## src/design/svm_pkg.sv

```systemverilog
// Shared constants, types and helpers for the stack machine executor.
package svm_pkg;

  localparam int STACK_DEPTH = 32;
  localparam int LOCAL_COUNT = 32;
  localparam int WORD_BYTES  = 4;

  localparam int SA_W = $clog2(STACK_DEPTH);      // stack address
  localparam int SC_W = $clog2(STACK_DEPTH + 1);  // stack fill count
  localparam int LI_W = $clog2(LOCAL_COUNT);      // local index

  typedef logic [31:0]     word_t;
  typedef logic [LI_W-1:0] lidx_t;

  localparam word_t STEP_OP  = 32'(WORD_BYTES);
  localparam word_t STEP_ARG = 32'(2 * WORD_BYTES);
  localparam word_t STEP_REP = 32'(5 * WORD_BYTES);

  typedef enum logic [3:0] {
    OP_ADD    = 4'd0,
    OP_SUB    = 4'd1,
    OP_MUL    = 4'd2,
    OP_DIV    = 4'd3,
    OP_EQ     = 4'd4,
    OP_NE     = 4'd5,
    OP_PUSHL  = 4'd6,
    OP_POPL   = 4'd7,
    OP_PUSHI  = 4'd8,
    OP_JMP    = 4'd9,
    OP_TJMP   = 4'd10,
    OP_END    = 4'd11,
    OP_NOP    = 4'd12,
    OP_REPEAT = 4'd13
  } opcode_t;

  typedef enum logic [1:0] {
    FLT_NONE  = 2'd0,
    FLT_UNDER = 2'd1,
    FLT_OVER  = 2'd2,
    FLT_DIV0  = 2'd3
  } fault_t;

  // raw field modulo LOCAL_COUNT; the loop makes at most eight subtractions
  function automatic lidx_t local_index(input logic [4:0] raw);
    logic [8:0] v;
    v = {4'd0, raw};
    for (int i = 0; i < 8; i++) begin
      if (v >= 9'(LOCAL_COUNT)) v = v - 9'(LOCAL_COUNT);
    end
    return v[LI_W-1:0];
  endfunction

endpackage

```

## src/design/svm_if.sv

```systemverilog
// Valid/ready channel interfaces for instruction words and result words.
interface svm_in_if import svm_pkg::*; ();
  logic               valid;
  logic               ready;
  logic [3:0]         opcode;
  logic [4:0]         local_a;
  logic [4:0]         local_b;
  logic [4:0]         local_c;
  logic signed [31:0] immediate;

  modport source (output valid, opcode, local_a, local_b, local_c, immediate, input ready);
  modport sink   (input valid, opcode, local_a, local_b, local_c, immediate, output ready);
endinterface

interface svm_out_if import svm_pkg::*; ();
  logic               valid;
  logic               ready;
  logic signed [31:0] pc_step;
  logic               halted;
  logic signed [31:0] return_value;
  logic [1:0]         fault;

  modport source (output valid, pc_step, halted, return_value, fault, input ready);
  modport sink   (input valid, pc_step, halted, return_value, fault, output ready);
endinterface

```

## src/design/stack_vm_instruction_execute.sv

```systemverilog
// Stack machine instruction executor: sequencer, shared adder, stack and locals memories.
//
//  channel  dir  handshake        word
//  -------  ---  ---------------  -----------------------------------------------
//  in_ch    in   valid/ready      opcode, local_a, local_b, local_c, immediate
//  out_ch   out  valid/ready      pc_step, halted, return_value, fault
//
//  Each word runs S_IDLE, S_DEC and S_FIN, with read, loop and repeat states between the
//  last two as the opcode needs; in_ch takes the next word in the cycle after the output
//  register loads.
//  The 33-bit adder is the one arithmetic unit; mul and div run one bit per cycle.
//  Synchronous active-low reset clears the count, halt flag and local valid bits.
//  A finished word waits in the output register while the next word is taken.
module stack_vm_instruction_execute import svm_pkg::*; (
  input logic      clk,
  input logic      rst_n,
  svm_in_if.sink   in_ch,
  svm_out_if.source out_ch
);

  typedef enum logic [15:0] {
    S_IDLE  = 16'h0001,
    S_DEC   = 16'h0002,
    S_RDX   = 16'h0004,
    S_BIN   = 16'h0008,
    S_ABSX  = 16'h0010,
    S_ABSY  = 16'h0020,
    S_DIV   = 16'h0040,
    S_MUL   = 16'h0080,
    S_WRQ   = 16'h0100,
    S_PUSHL = 16'h0200,
    S_POP   = 16'h0400,
    S_RPA   = 16'h0800,
    S_RDC   = 16'h1000,
    S_RDB   = 16'h2000,
    S_RPB   = 16'h4000,
    S_FIN   = 16'h8000
  } state_t;

  // control state
  state_t            state_r, state_nxt;
  logic [SC_W-1:0]   cnt_r, cnt_nxt;
  logic              halt_r, halt_nxt;
  logic [LOCAL_COUNT-1:0] loc_vld_r, loc_vld_nxt;
  word_t             loc0_r, loc0_nxt;       // shadow of local 0 for end/halt
  logic              out_vld_r, out_vld_nxt;
  logic [4:0]        it_r, it_nxt;

  // latched instruction
  logic [3:0]        op_r, op_nxt;
  lidx_t             a_r, a_nxt, b_r, b_nxt, c_r, c_nxt;
  word_t             imm_r, imm_nxt;

  // shared-unit working registers
  word_t             opd_r, opd_nxt;         // y / multiplicand / divisor / step
  word_t             wk_r, wk_nxt;           // multiplier / quotient
  logic [32:0]       acc_r, acc_nxt;         // product / remainder
  logic              neg_r, neg_nxt;

  // pending result and output register
  word_t             res_step_r, res_step_nxt;
  logic              res_halt_r, res_halt_nxt;
  word_t             res_ret_r, res_ret_nxt;
  fault_t            res_flt_r, res_flt_nxt;
  word_t             out_step_r, out_step_nxt;
  logic              out_halt_r, out_halt_nxt;
  word_t             out_ret_r, out_ret_nxt;
  fault_t            out_flt_r, out_flt_nxt;

  // memories
  word_t             stk_mem [STACK_DEPTH];
  word_t             loc_mem [LOCAL_COUNT];
  word_t             stk_q_r, loc_q_r;
  logic              loc_qv_r, loc_qz_r;

  logic              stk_we, loc_we;
  logic [SA_W-1:0]   stk_waddr, stk_raddr;
  word_t             stk_wdata, loc_wdata;
  lidx_t             loc_waddr, loc_raddr;

  // shared adder
  logic [32:0]       alu_a, alu_b, alu_s;
  logic              alu_sub;

  logic [SC_W-1:0]   cnt_m1, cnt_m2;
  logic              stk_full;
  word_t             stk_val, loc_val, q_val;

  assign alu_s    = alu_sub ? (alu_a - alu_b) : (alu_a + alu_b);
  assign cnt_m1   = cnt_r - SC_W'(1);
  assign cnt_m2   = cnt_r - SC_W'(2);
  assign stk_full = (cnt_r == SC_W'(STACK_DEPTH));
  assign stk_val  = stk_q_r;
  // a local never written reads as its reset value
  assign loc_val  = loc_qv_r ? loc_q_r : {31'd0, loc_qz_r};

  assign in_ch.ready         = (state_r == S_IDLE);
  assign out_ch.valid        = out_vld_r;
  assign out_ch.pc_step      = out_step_r;
  assign out_ch.halted       = out_halt_r;
  assign out_ch.return_value = out_ret_r;
  assign out_ch.fault        = out_flt_r;

  always_comb begin
    state_nxt    = state_r;
    cnt_nxt      = cnt_r;
    halt_nxt     = halt_r;
    loc_vld_nxt  = loc_vld_r;
    loc0_nxt     = loc0_r;
    out_vld_nxt  = out_vld_r && !out_ch.ready;
    it_nxt       = it_r;
    op_nxt       = op_r;
    a_nxt        = a_r;
    b_nxt        = b_r;
    c_nxt        = c_r;
    imm_nxt      = imm_r;
    opd_nxt      = opd_r;
    wk_nxt       = wk_r;
    acc_nxt      = acc_r;
    neg_nxt      = neg_r;
    res_step_nxt = res_step_r;
    res_halt_nxt = res_halt_r;
    res_ret_nxt  = res_ret_r;
    res_flt_nxt  = res_flt_r;
    out_step_nxt = out_step_r;
    out_halt_nxt = out_halt_r;
    out_ret_nxt  = out_ret_r;
    out_flt_nxt  = out_flt_r;

    alu_a     = '0;
    alu_b     = '0;
    alu_sub   = 1'b0;
    q_val     = wk_r;
    stk_we    = 1'b0;
    stk_waddr = cnt_m2[SA_W-1:0];
    stk_wdata = alu_s[31:0];
    stk_raddr = cnt_m1[SA_W-1:0];
    loc_we    = 1'b0;
    loc_waddr = a_r;
    loc_wdata = alu_s[31:0];
    loc_raddr = a_r;

    case (state_r)
      S_IDLE: begin
        if (in_ch.valid) begin
          op_nxt    = in_ch.opcode;
          a_nxt     = local_index(in_ch.local_a);
          b_nxt     = local_index(in_ch.local_b);
          c_nxt     = local_index(in_ch.local_c);
          imm_nxt   = in_ch.immediate;
          state_nxt = S_DEC;
        end
      end

      S_DEC: begin
        // stack read of the top and local read of a are issued here
        res_step_nxt = '0;
        res_halt_nxt = 1'b0;
        res_ret_nxt  = '0;
        res_flt_nxt  = FLT_NONE;
        state_nxt    = S_FIN;
        if (halt_r) begin
          res_halt_nxt = 1'b1;
          res_ret_nxt  = loc0_r;
        end else begin
          case (op_r)
            OP_ADD, OP_SUB, OP_MUL, OP_DIV, OP_EQ, OP_NE: begin
              if (cnt_r < SC_W'(2)) res_flt_nxt = FLT_UNDER;
              else state_nxt = S_RDX;
            end
            OP_PUSHL: begin
              if (stk_full) res_flt_nxt = FLT_OVER;
              else state_nxt = S_PUSHL;
            end
            OP_PUSHI: begin
              if (stk_full) begin
                res_flt_nxt = FLT_OVER;
              end else begin
                stk_we       = 1'b1;
                stk_waddr    = cnt_r[SA_W-1:0];
                stk_wdata    = imm_r;
                cnt_nxt      = cnt_r + SC_W'(1);
                res_step_nxt = STEP_ARG;
              end
            end
            OP_POPL, OP_TJMP: begin
              if (cnt_r == '0) res_flt_nxt = FLT_UNDER;
              else state_nxt = S_POP;
            end
            OP_JMP: res_step_nxt = imm_r;
            OP_END: begin
              halt_nxt     = 1'b1;
              res_halt_nxt = 1'b1;
              res_ret_nxt  = loc0_r;
            end
            OP_REPEAT: state_nxt = S_RPA;
            default: res_step_nxt = STEP_OP;   // nop and unused codes
          endcase
        end
      end

      S_RDX: begin
        opd_nxt   = stk_val;                    // y = top
        stk_raddr = cnt_m2[SA_W-1:0];
        state_nxt = S_BIN;
      end

      S_BIN: begin
        alu_a   = {1'b0, stk_val};             // x
        alu_b   = {1'b0, opd_r};
        alu_sub = (op_r != OP_ADD);
        case (op_r)
          OP_MUL: begin
            wk_nxt    = opd_r;
            opd_nxt   = stk_val;
            acc_nxt   = '0;
            it_nxt    = '0;
            state_nxt = S_MUL;
          end
          OP_DIV: begin
            if (opd_r == '0) begin
              res_flt_nxt = FLT_DIV0;
              state_nxt   = S_FIN;
            end else begin
              neg_nxt   = stk_val[31] ^ opd_r[31];
              wk_nxt    = stk_val;
              state_nxt = S_ABSX;
            end
          end
          OP_EQ, OP_NE: begin
            stk_we       = 1'b1;
            stk_wdata    = {31'd0, (alu_s[31:0] == '0) ^ (op_r == OP_NE)};
            cnt_nxt      = cnt_m1;
            res_step_nxt = STEP_OP;
            state_nxt    = S_FIN;
          end
          default: begin
            stk_we       = 1'b1;
            cnt_nxt      = cnt_m1;
            res_step_nxt = STEP_OP;
            state_nxt    = S_FIN;
          end
        endcase
      end

      S_ABSX: begin
        alu_b   = {1'b0, wk_r};
        alu_sub = 1'b1;
        if (wk_r[31]) wk_nxt = alu_s[31:0];
        state_nxt = S_ABSY;
      end

      S_ABSY: begin
        alu_b   = {1'b0, opd_r};
        alu_sub = 1'b1;
        if (opd_r[31]) opd_nxt = alu_s[31:0];
        acc_nxt   = '0;
        it_nxt    = '0;
        state_nxt = S_DIV;
      end

      S_DIV: begin
        // restoring step: shift in next dividend bit, try subtract
        alu_a   = {acc_r[31:0], wk_r[31]};
        alu_b   = {1'b0, opd_r};
        alu_sub = 1'b1;
        if (!alu_s[32]) begin
          acc_nxt = alu_s;
          wk_nxt  = {wk_r[30:0], 1'b1};
        end else begin
          acc_nxt = alu_a;
          wk_nxt  = {wk_r[30:0], 1'b0};
        end
        it_nxt = it_r + 5'd1;
        if (it_r == 5'd31) state_nxt = S_WRQ;
      end

      S_MUL: begin
        alu_a = acc_r;
        alu_b = {1'b0, opd_r};
        if (wk_r[0]) acc_nxt = {1'b0, alu_s[31:0]};
        opd_nxt = {opd_r[30:0], 1'b0};
        wk_nxt  = {1'b0, wk_r[31:1]};
        it_nxt  = it_r + 5'd1;
        if (it_r == 5'd31) state_nxt = S_WRQ;
      end

      S_WRQ: begin
        alu_b   = {1'b0, wk_r};
        alu_sub = 1'b1;
        if (op_r == OP_MUL) q_val = acc_r[31:0];
        else if (neg_r)     q_val = alu_s[31:0];
        stk_we       = 1'b1;
        stk_wdata    = q_val;
        cnt_nxt      = cnt_m1;
        res_step_nxt = STEP_OP;
        state_nxt    = S_FIN;
      end

      S_PUSHL: begin
        stk_we       = 1'b1;
        stk_waddr    = cnt_r[SA_W-1:0];
        stk_wdata    = loc_val;
        cnt_nxt      = cnt_r + SC_W'(1);
        res_step_nxt = STEP_ARG;
        state_nxt    = S_FIN;
      end

      S_POP: begin
        cnt_nxt = cnt_m1;
        if (op_r == OP_POPL) begin
          loc_we       = 1'b1;
          loc_wdata    = stk_val;
          res_step_nxt = STEP_ARG;
        end else begin
          res_step_nxt = (stk_val != '0) ? imm_r : STEP_ARG;
        end
        state_nxt = S_FIN;
      end

      S_RPA: begin
        alu_a   = {1'b0, loc_val};
        alu_b   = 33'd1;
        alu_sub = 1'b1;
        if (loc_val != '0 && !loc_val[31]) begin
          loc_we    = 1'b1;                     // counter minus one
          state_nxt = S_RDC;
        end else begin
          res_step_nxt = imm_r;
          state_nxt    = S_FIN;
        end
      end

      S_RDC: begin
        loc_raddr = c_r;                        // after the decrement lands
        state_nxt = S_RDB;
      end

      S_RDB: begin
        opd_nxt   = loc_val;
        loc_raddr = b_r;
        state_nxt = S_RPB;
      end

      S_RPB: begin
        alu_a        = {1'b0, loc_val};
        alu_b        = {1'b0, opd_r};
        loc_we       = 1'b1;
        loc_waddr    = b_r;
        res_step_nxt = STEP_REP;
        state_nxt    = S_FIN;
      end

      S_FIN: begin
        if (!out_vld_r || out_ch.ready) begin
          out_vld_nxt  = 1'b1;
          out_step_nxt = res_step_r;
          out_halt_nxt = res_halt_r;
          out_ret_nxt  = res_ret_r;
          out_flt_nxt  = res_flt_r;
          state_nxt    = S_IDLE;
        end
      end

      default: state_nxt = S_IDLE;
    endcase

    if (loc_we) begin
      loc_vld_nxt[loc_waddr] = 1'b1;
      if (loc_waddr == '0) loc0_nxt = loc_wdata;
    end
  end

  always_ff @(posedge clk) begin
    if (!rst_n) begin
      state_r   <= S_IDLE;
      cnt_r     <= '0;
      halt_r    <= 1'b0;
      loc_vld_r <= '0;
      loc0_r    <= 32'd1;
      out_vld_r <= 1'b0;
      it_r      <= '0;
    end else begin
      state_r   <= state_nxt;
      cnt_r     <= cnt_nxt;
      halt_r    <= halt_nxt;
      loc_vld_r <= loc_vld_nxt;
      loc0_r    <= loc0_nxt;
      out_vld_r <= out_vld_nxt;
      it_r      <= it_nxt;
    end
  end

  // payload registers, no reset
  always_ff @(posedge clk) begin
    op_r       <= op_nxt;
    a_r        <= a_nxt;
    b_r        <= b_nxt;
    c_r        <= c_nxt;
    imm_r      <= imm_nxt;
    opd_r      <= opd_nxt;
    wk_r       <= wk_nxt;
    acc_r      <= acc_nxt;
    neg_r      <= neg_nxt;
    res_step_r <= res_step_nxt;
    res_halt_r <= res_halt_nxt;
    res_ret_r  <= res_ret_nxt;
    res_flt_r  <= res_flt_nxt;
    out_step_r <= out_step_nxt;
    out_halt_r <= out_halt_nxt;
    out_ret_r  <= out_ret_nxt;
    out_flt_r  <= out_flt_nxt;
  end

  // operand stack: one write, one registered read
  always_ff @(posedge clk) begin
    if (stk_we) stk_mem[stk_waddr] <= stk_wdata;
    stk_q_r <= stk_mem[stk_raddr];
  end

  // locals bank: one write, one registered read plus its valid bit
  always_ff @(posedge clk) begin
    if (loc_we) loc_mem[loc_waddr] <= loc_wdata;
    loc_q_r  <= loc_mem[loc_raddr];
    loc_qv_r <= loc_vld_r[loc_raddr];
    loc_qz_r <= (loc_raddr == '0);
  end

  // checks
  a_cnt_bound: assert property (@(posedge clk) disable iff (!rst_n)
    cnt_r <= SC_W'(STACK_DEPTH))
    else $error("stack count beyond depth");

  a_halt_sticky: assert property (@(posedge clk) disable iff (!rst_n)
    halt_r |=> halt_r)
    else $error("halt flag dropped without reset");

  a_halt_word: assert property (@(posedge clk) disable iff (!rst_n)
    (out_vld_r && out_halt_r) |-> (out_flt_r == FLT_NONE && out_step_r == '0))
    else $error("halted word carries a step or fault");

  a_iter_len: assert property (@(posedge clk) disable iff (!rst_n)
    (state_r == S_WRQ) |->
      (($past(state_r) == S_DIV || $past(state_r) == S_MUL) && $past(it_r) == 5'd31))
    else $error("mul/div left the loop early");

endmodule

```

## src/flat_wrapper.sv

```systemverilog
// flat-port wrapper written by rule: the top's interface ports become plain ports
module stack_vm_instruction_execute_flat import svm_pkg::*;
  (clk, rst_n, in_ch_valid, in_ch_opcode, in_ch_local_a, in_ch_local_b, in_ch_local_c, in_ch_immediate, in_ch_ready, out_ch_valid, out_ch_pc_step, out_ch_halted, out_ch_return_value, out_ch_fault, out_ch_ready);
  svm_in_if in_ch_i ();
  svm_out_if out_ch_i ();
  input logic clk;
  input logic rst_n;
  input wire logic [$bits(in_ch_i.valid)-1:0] in_ch_valid;
  input wire logic [$bits(in_ch_i.opcode)-1:0] in_ch_opcode;
  input wire logic [$bits(in_ch_i.local_a)-1:0] in_ch_local_a;
  input wire logic [$bits(in_ch_i.local_b)-1:0] in_ch_local_b;
  input wire logic [$bits(in_ch_i.local_c)-1:0] in_ch_local_c;
  input wire logic [$bits(in_ch_i.immediate)-1:0] in_ch_immediate;
  output wire logic [$bits(in_ch_i.ready)-1:0] in_ch_ready;
  output wire logic [$bits(out_ch_i.valid)-1:0] out_ch_valid;
  output wire logic [$bits(out_ch_i.pc_step)-1:0] out_ch_pc_step;
  output wire logic [$bits(out_ch_i.halted)-1:0] out_ch_halted;
  output wire logic [$bits(out_ch_i.return_value)-1:0] out_ch_return_value;
  output wire logic [$bits(out_ch_i.fault)-1:0] out_ch_fault;
  input wire logic [$bits(out_ch_i.ready)-1:0] out_ch_ready;
  assign in_ch_i.valid = in_ch_valid;
  assign in_ch_i.opcode = in_ch_opcode;
  assign in_ch_i.local_a = in_ch_local_a;
  assign in_ch_i.local_b = in_ch_local_b;
  assign in_ch_i.local_c = in_ch_local_c;
  assign in_ch_i.immediate = in_ch_immediate;
  assign in_ch_ready = in_ch_i.ready;
  assign out_ch_valid = out_ch_i.valid;
  assign out_ch_pc_step = out_ch_i.pc_step;
  assign out_ch_halted = out_ch_i.halted;
  assign out_ch_return_value = out_ch_i.return_value;
  assign out_ch_fault = out_ch_i.fault;
  assign out_ch_i.ready = out_ch_ready;
  stack_vm_instruction_execute u_core (.clk(clk), .rst_n(rst_n), .in_ch(in_ch_i), .out_ch(out_ch_i));
endmodule
```

## config.mk

```make
export PLATFORM = sky130hd
export DESIGN_NAME = stack_vm_instruction_execute_flat
export DESIGN_NICKNAME = d
export VERILOG_FILES = /design/src/design/svm_pkg.sv /design/src/design/svm_if.sv /design/src/design/stack_vm_instruction_execute.sv /design/src/flat_wrapper.sv
export SDC_FILE = /design/constraint.sdc
export NUM_CORES = 2
export LEC_CHECK = 0
export ABC_AREA = 1
export BUFFER_PORTS_ARGS = -buffer_cell sky130_fd_sc_hd__buf_4
export CORE_ASPECT_RATIO = 0.5
export CORE_UTILIZATION = 51
export CTS_BUF_LIST = sky130_fd_sc_hd__clkbuf_16
export DETAILED_ROUTE_END_ITERATION = 8
export PLACE_DENSITY_LB_ADDON = 0.3
export SLEW_MARGIN = 20
export SYNTH_ARGS = -nofsm -noshare
export SYNTH_HDL_FRONTEND = slang
export SYNTH_SLANG_ARGS = --single-unit
```

## constraint.sdc

```tcl
create_clock -name clk -period 12.1 [get_ports clk]
set_input_delay 1.21 -clock clk [delete_from_list [all_inputs] [get_ports clk]]
set_output_delay 1.21 -clock clk [all_outputs]
set_load 0.02 [all_outputs]
```

# ---- Word-level counts from Yosys, hierarchy flattened
# Memory sizes are Yosys's and may differ from the RTL's. A register that Yosys moved wholly into a read port is not among the register bits.
# Index checks and enable logic that the tools add are counted.
dict set report word_totals {
  wordCells 231
  inputBits 55
  register_bits 378
  mem_bits_rw 2048
  memories 2
}
dict set report op_classes {
  magnitude_cmp 4
  add_sub_neg 6
  muxes 90
  bitwise_logic 4
  eq_ne 46
  reduce_logical 51
}
# name words width rd rd_clocked_by_memory_dff wr line_no
set memory_table {}
lappend memory_table {u_core.loc_mem 32 32 1 1 1 stack_vm_instruction_execute.sv:72} ;# word_t loc_mem [LOCAL_COUNT];
lappend memory_table {u_core.stk_mem 32 32 1 1 1 stack_vm_instruction_execute.sv:71} ;# word_t stk_mem [STACK_DEPTH];
# operator n
set op_table {}
lappend op_table {{32-bit 2-to-1 mux} 20}
lappend op_table {{33-bit one-hot mux with 4 select lines} 2}
lappend op_table {{32-bit one-hot mux with 4 select lines} 2}
lappend op_table {{32-bit one-hot mux with 7 select lines} 1}
lappend op_table {{16-bit one-hot mux with 12 select lines} 1}
lappend op_table {{32-bit one-hot mux with 3 select lines} 2}
lappend op_table {{32-bit one-hot mux with 5 select lines} 1}
lappend op_table {{16-bit 2-to-1 mux} 9}
lappend op_table {{33-bit 2-to-1 mux} 4}
lappend op_table {{32-bit logical NOT} 2}
lappend op_table {{16-bit one-hot mux with 4 select lines} 1}
lappend op_table {{32-bit one-hot mux with 2 select lines} 1}
lappend op_table {{32-bit nonzero test} 2}
lappend op_table {{33-bit by 32-bit adder with 33-bit output} 1}
lappend op_table {{33-bit by 32-bit subtractor with 33-bit output} 1}
lappend op_table {{32-bit OR} 1}
lappend op_table {{16-bit one-hot mux with 2 select lines} 1}
lappend op_table {{5-bit 2-to-1 mux} 6}
lappend op_table {{6-bit 2-to-1 mux} 4}
lappend op_table {{6-bit one-hot mux with 4 select lines} 1}
lappend op_table {{3-bit AND reduction} 7}
lappend op_table {{4-bit == test, second input constant} 5}
lappend op_table {{5-bit one-hot mux with 2 select lines} 2}
lappend op_table {{1-bit 2-to-1 mux} 19}
lappend op_table {{62 further kinds} 105}

# ---- Longest topological paths before layout
dict set report logic_depth {
  word_depth 9
  depth_mapped 40
  ltp_nobuf 37
}

# ---- Least setup slack after synthesis
# No wires, ideal clock.
dict set report synth_path {
  path_type {register to register}
  from {reg u_core.state_r[12]}
  to {mem u_core.loc_mem[0][29] in the netlist's numbering, data pin}
  path_slack_ns 6.415
  t_required_ns 11.636
  n_path_buf 2
  path_stages_with_launch 30
  arrival_ns 5.221
  period_less_slack_ns 5.685
  path_cell_list {dfxtp_1 -> nor2_2 -> nand2_4 -> nor2_4 -> buf_6 -> nand3_2 -> nand2_1 -> clkbuf_1 -> nand2_1 -> nand2_1 -> inv_1 -> ha_1 -> inv_1 -> nor2_1 -> nand2_1 -> nor2_2 -> nand2_2 -> nand2_2 -> o21ai_0 -> xor2_1 -> inv_1 -> ha_1 -> a21oi_1 -> a21boi_0 -> nor3_1 -> nor4_1 -> nand2_1 -> nand2_1 -> nand2_1 -> o21ai_0}
}
dict set report synth_between {
  elab_chain_len 7
}
# element line_no
set synth_rtl {}
lappend synth_rtl {{start, declared} stack_vm_instruction_execute.sv:41} ;# state_t state_r, state_nxt;
lappend synth_rtl {{start signal, assigned} stack_vm_instruction_execute.sv:384} ;# state_r <= state_nxt;
lappend synth_rtl {{16-bit by 15-bit == test with 1-bit output, or another cell as far along} stack_vm_instruction_execute.sv:143} ;# case (state_r)
lappend synth_rtl {{5-bit OR reduction (no line) / 2-bit OR reduction (equally long branches)} -}
lappend synth_rtl {{32-bit one-hot mux with 3 select lines / 33-bit one-hot mux with 4 select lines (equally long branches)} stack_vm_instruction_execute.sv:143}
lappend synth_rtl {{33-bit by 32-bit adder with 33-bit output / 33-bit by 32-bit subtractor with 33-bit output (equally long branches)} stack_vm_instruction_execute.sv:89} ;# assign alu_s = alu_sub ? (alu_a - alu_b) : (alu_a + alu_b);
lappend synth_rtl {{33-bit 2-to-1 mux} stack_vm_instruction_execute.sv:89}
lappend synth_rtl {{32-bit 2-to-1 mux} stack_vm_instruction_execute.sv:311} ;# if (op_r == OP_POPL) begin
lappend synth_rtl {{32-bit 2-to-1 mux (*)} stack_vm_instruction_execute.sv:143}
lappend synth_rtl {{net u_core.loc_wdata[29]} stack_vm_instruction_execute.sv:78} ;# word_t stk_wdata, loc_wdata;
lappend synth_rtl {{end, declared} stack_vm_instruction_execute.sv:72}
# The timed path passes the listed nets; every way through them passes the cells marked *.

# ---- Final worst setup path
dict set report layout_path {
  from {reg u_core.state_r[6]}
  to {mem u_core.stk_mem[25][0] in the netlist's numbering, data pin}
}
dict set report layout_between {
  elab_chain_len 9
}
# element line_no
set layout_rtl {}
lappend layout_rtl {{16-bit by 15-bit == test with 1-bit output, or another cell as far along} stack_vm_instruction_execute.sv:143}
lappend layout_rtl {{5-bit OR reduction (no line) / 2-bit OR reduction (equally long branches)} -}
lappend layout_rtl {{32-bit one-hot mux with 3 select lines / 33-bit one-hot mux with 4 select lines (equally long branches)} stack_vm_instruction_execute.sv:143}
lappend layout_rtl {{33-bit by 32-bit adder with 33-bit output / 33-bit by 32-bit subtractor with 33-bit output (equally long branches)} stack_vm_instruction_execute.sv:89}
lappend layout_rtl {{33-bit 2-to-1 mux} stack_vm_instruction_execute.sv:89}
lappend layout_rtl {{32-bit logical NOT / 32-bit 2-to-1 mux (equally long branches)} {stack_vm_instruction_execute.sv:232, stack_vm_instruction_execute.sv:176}}
lappend layout_rtl {{1-bit bitwise XOR / 32-bit 2-to-1 mux (equally long branches)} {stack_vm_instruction_execute.sv:232, stack_vm_instruction_execute.sv:166}}
lappend layout_rtl {{32-bit 2-to-1 mux, on equally long branches} {stack_vm_instruction_execute.sv:212, stack_vm_instruction_execute.sv:162}}
lappend layout_rtl {{32-bit one-hot mux with 4 select lines (*)} stack_vm_instruction_execute.sv:143}
lappend layout_rtl {{net u_core.stk_wdata[0]} stack_vm_instruction_execute.sv:78}
lappend layout_rtl {{end, declared} stack_vm_instruction_execute.sv:71}
# Marked as above.

==> impl_metrics.ini <==
[global_route]
grt_overflow_total = 0
antenna_found_initial = 10
grt_max_degree = 194
grt_pass1_wl_um = 480000
grt_pass1_vias = 69300
track_usage_pct = 32.0

[floorplanning]
row_count = 116
io-pin-count = 124
chipWidth_um = 640
coreArea_mm2 = 0.201
start_util_pct = 51.6
die_y_um = 321
dieArea_mm2 = 0.206

[setup_path]
worstPathMaxFanout = 32
slowest_stage = nand3_1
crit_type = reg -> reg
required_ps = 12350
critPathCaptureType = flop
crit_buf_inv = 4
critPathLaunchType = flop
cp_data_arrival_time_ps = 8810
slowest_delay_ps = 910
cp_common_cell = nand2_1
critPathTopFamily = simple AND/OR/NAND/NOR gates

[yosys]
synth.avg_cell_area_um2 = 11.8
muxShareOfSynthArea_pct = 0.00964
yosysWarnings = 0
synth_compound_area_share_pct = 14.0
synth_edf_count = 2331
synthSimpleGateAreaFrac_pct = 10.9
async_reset_ff_share_pct = 0
ys_ff_latch = 2490
yosysTopAreaCell = edfxtp_1
synth_xor_area_share_pct = 0.388
synth_cells = 8825
synth.distinct_cells = 65
yosysSeqAreaShare_pct = 70.4
ys.flop_type = edfxtp_1
synth_area_mm2 = 0.104
synth_most_common_cell = edfxtp_1
synthAdderAreaFrac_pct = 0.501
synthesis.nets = 8921
synth_top_family_by_area = compound AO/OA/AOI/OAI gates
synth_common_cells = edfxtp_1, nor2_1, o21ai_0, nand2_1, inv_1
yosysTopAreaCellShare_pct = 67.4
ys_top_cells_by_area = edfxtp_1, o21ai_0, nor2_1, dfxtp_1, nand2_1

[power]
p_total_uw = 26100
powerDensity_mw_per_mm2 = 226
p_leak_uw = 0.0386
ir_worst_vdd_uv = 256

[final_layout]
syn2layout_area_growth_pct = 11.0
nFillCells = 16300
multi_input_area_mm2 = 0.0278
nets = 8899
layout-drive-gt1-share_pct = 8.97
seq_area_mm2 = 0.0732
stdcell_count = 11700

[clocking]
cts_tree = yes
root_buffer = clkbuf_16
cts.sinks = 2490
cts_setup_buffers = 0
clkTransAtPathRegs_ps = 80
cts-resized-gates = 0
insertion_delay_ps = 880
clockBufferDepth = 4
cts_inserted_buffers = 217
cts_hold_buf = 0
ctsHtreeMaxLevel = 4

[place]
gp_routability_congestion = 1.02
dp_cells = 11300
dp_hpwl_um = 186000
port_buffers = 123

[drt]
drt_iter0_drc = 11300
num_vias = 74200
first_pass_iters = 7
final_antenna_net_count = 0
drcViolationCount = 0
routed_wl_um = 336000
wl_per_cell_um = 28.7
vias_per_cell = 6.35

[hold_path]
min_path_type = reg -> reg

[run]
max_cap_violations = 0

[sta]
whs_ps = 415
fin_skew_ps = 59.8
period_needed_ps = 8560
rsz0062_at_grt = false
fmax_ghz = 0.117
finalSetupTns_ps = 0
finalCritPeriodShare_pct = 70.8
maxSlewViolCount = 0
slew_headroom_pct = 13.7
worst_pin_slew_ps = 1290
finalSetupViolCount = 0
finalHoldViolCount = 0

[outcome]
status = finished clean
==> layer usage <==
metal	share of wire, %	GRT usage [%]	up-vias
met4	4.8	13.5	4
met1	40	45.1	36500
li1	-	-	32300
met3	11	6.57	861
met5	0.0069	0	-
met2	44	48.6	4582
==> cells in the final DEF (no fill, tap or decap), drive strengths merged, types with 15 or more instances in the layout <==
cell type,n
edfxtp,2331
nor2,1689
o21ai,1302
nand2,779
inv,491
buf,317
nand3,239
a21oi,226
clkbuf,218
o22ai,216
o221ai,205
dfxtp,159
a31oi,113
o211ai,93
clkinv,91
a211oi,60
o32ai,53
a221oi,42
ha,40
nor3,39
xor2,30
nor4,28
nand4,27
o2111ai,27
bufinv,19
xnor2,16
a311oi,15
==> final timing paths <==
path / slack [ps] / start / cells past startpoint / to
setup reg to reg: 3540 / u_core.state_r[6] / 32 / u_core.stk_mem[25][0]
hold / removal: 420 / u_core.res_step_r[13] / 0 / u_core.out_ch.pc_step[13]
hold reg to reg: 420 / u_core.res_step_r[13] / 0 / u_core.out_ch.pc_step[13]
setup / recovery: 3540 / u_core.state_r[6] / 32 / u_core.stk_mem[25][0]
==> through the flow <==
stage	cell area [µm²]	setup WS (ps)	utilization [%]
floorplan	104000	6420	-
global placement	108000	3870	53.9
detailed placement	108000	3810	53.9
CTS	115000	3780	57.3
global route	115000	2950	57.3
finish	115000	3540	57.3
==> cells by family after synthesis <==
family | count (synthesis)
simple gates | 2820
flops | 2490
compound gates | 2435
buf+inv | 992
xor+xnor | 46
fa+ha+maj | 41
mux | 1
==> sequential cells by signal, indices dropped and copies added, names as in the netlist, 2 cells and up <==
register,cells
u_core.a_r,5
u_core.loc0_r,32
u_core.res_ret_r,32
u_core.stk_mem,1024
u_core.b_r,5
u_core.c_r,5
u_core.opd_r,32
u_core.res_flt_r,2
u_core.op_r,4
u_core.stk_q_r,32
u_core.imm_r,32
u_core.loc_mem,1024
u_core.res_step_r,32
u_core.loc_q_r,32
u_core.out_ch.pc_step,32
u_core.it_r,5
u_core.loc_vld_r,32
u_core.cnt_r,6
u_core.state_r,16
u_core.wk_r,32
u_core.out_ch.return_value,32
u_core.acc_r,33
u_core.out_ch.fault,2
==> cell type report <==
cell class	count	share of cell area, %
Clock buffer	218	4.73
Timing Repair Buffer	317	2.19
Clock inverter	171	1.12
Antenna cell	2	0.00434
Multi-Input combinational cell	5343	24.1
Inverter	434	1.44
Tap cell	2714	2.95
Sequential cell	2490	63.5
==> report_power, final <==
part	internal [µW]	switching (µW)
clock network	3670	3130
logic	1290	5550
registers	12200	258
total	17100	8940
Power figures use the tool's default switching activity.
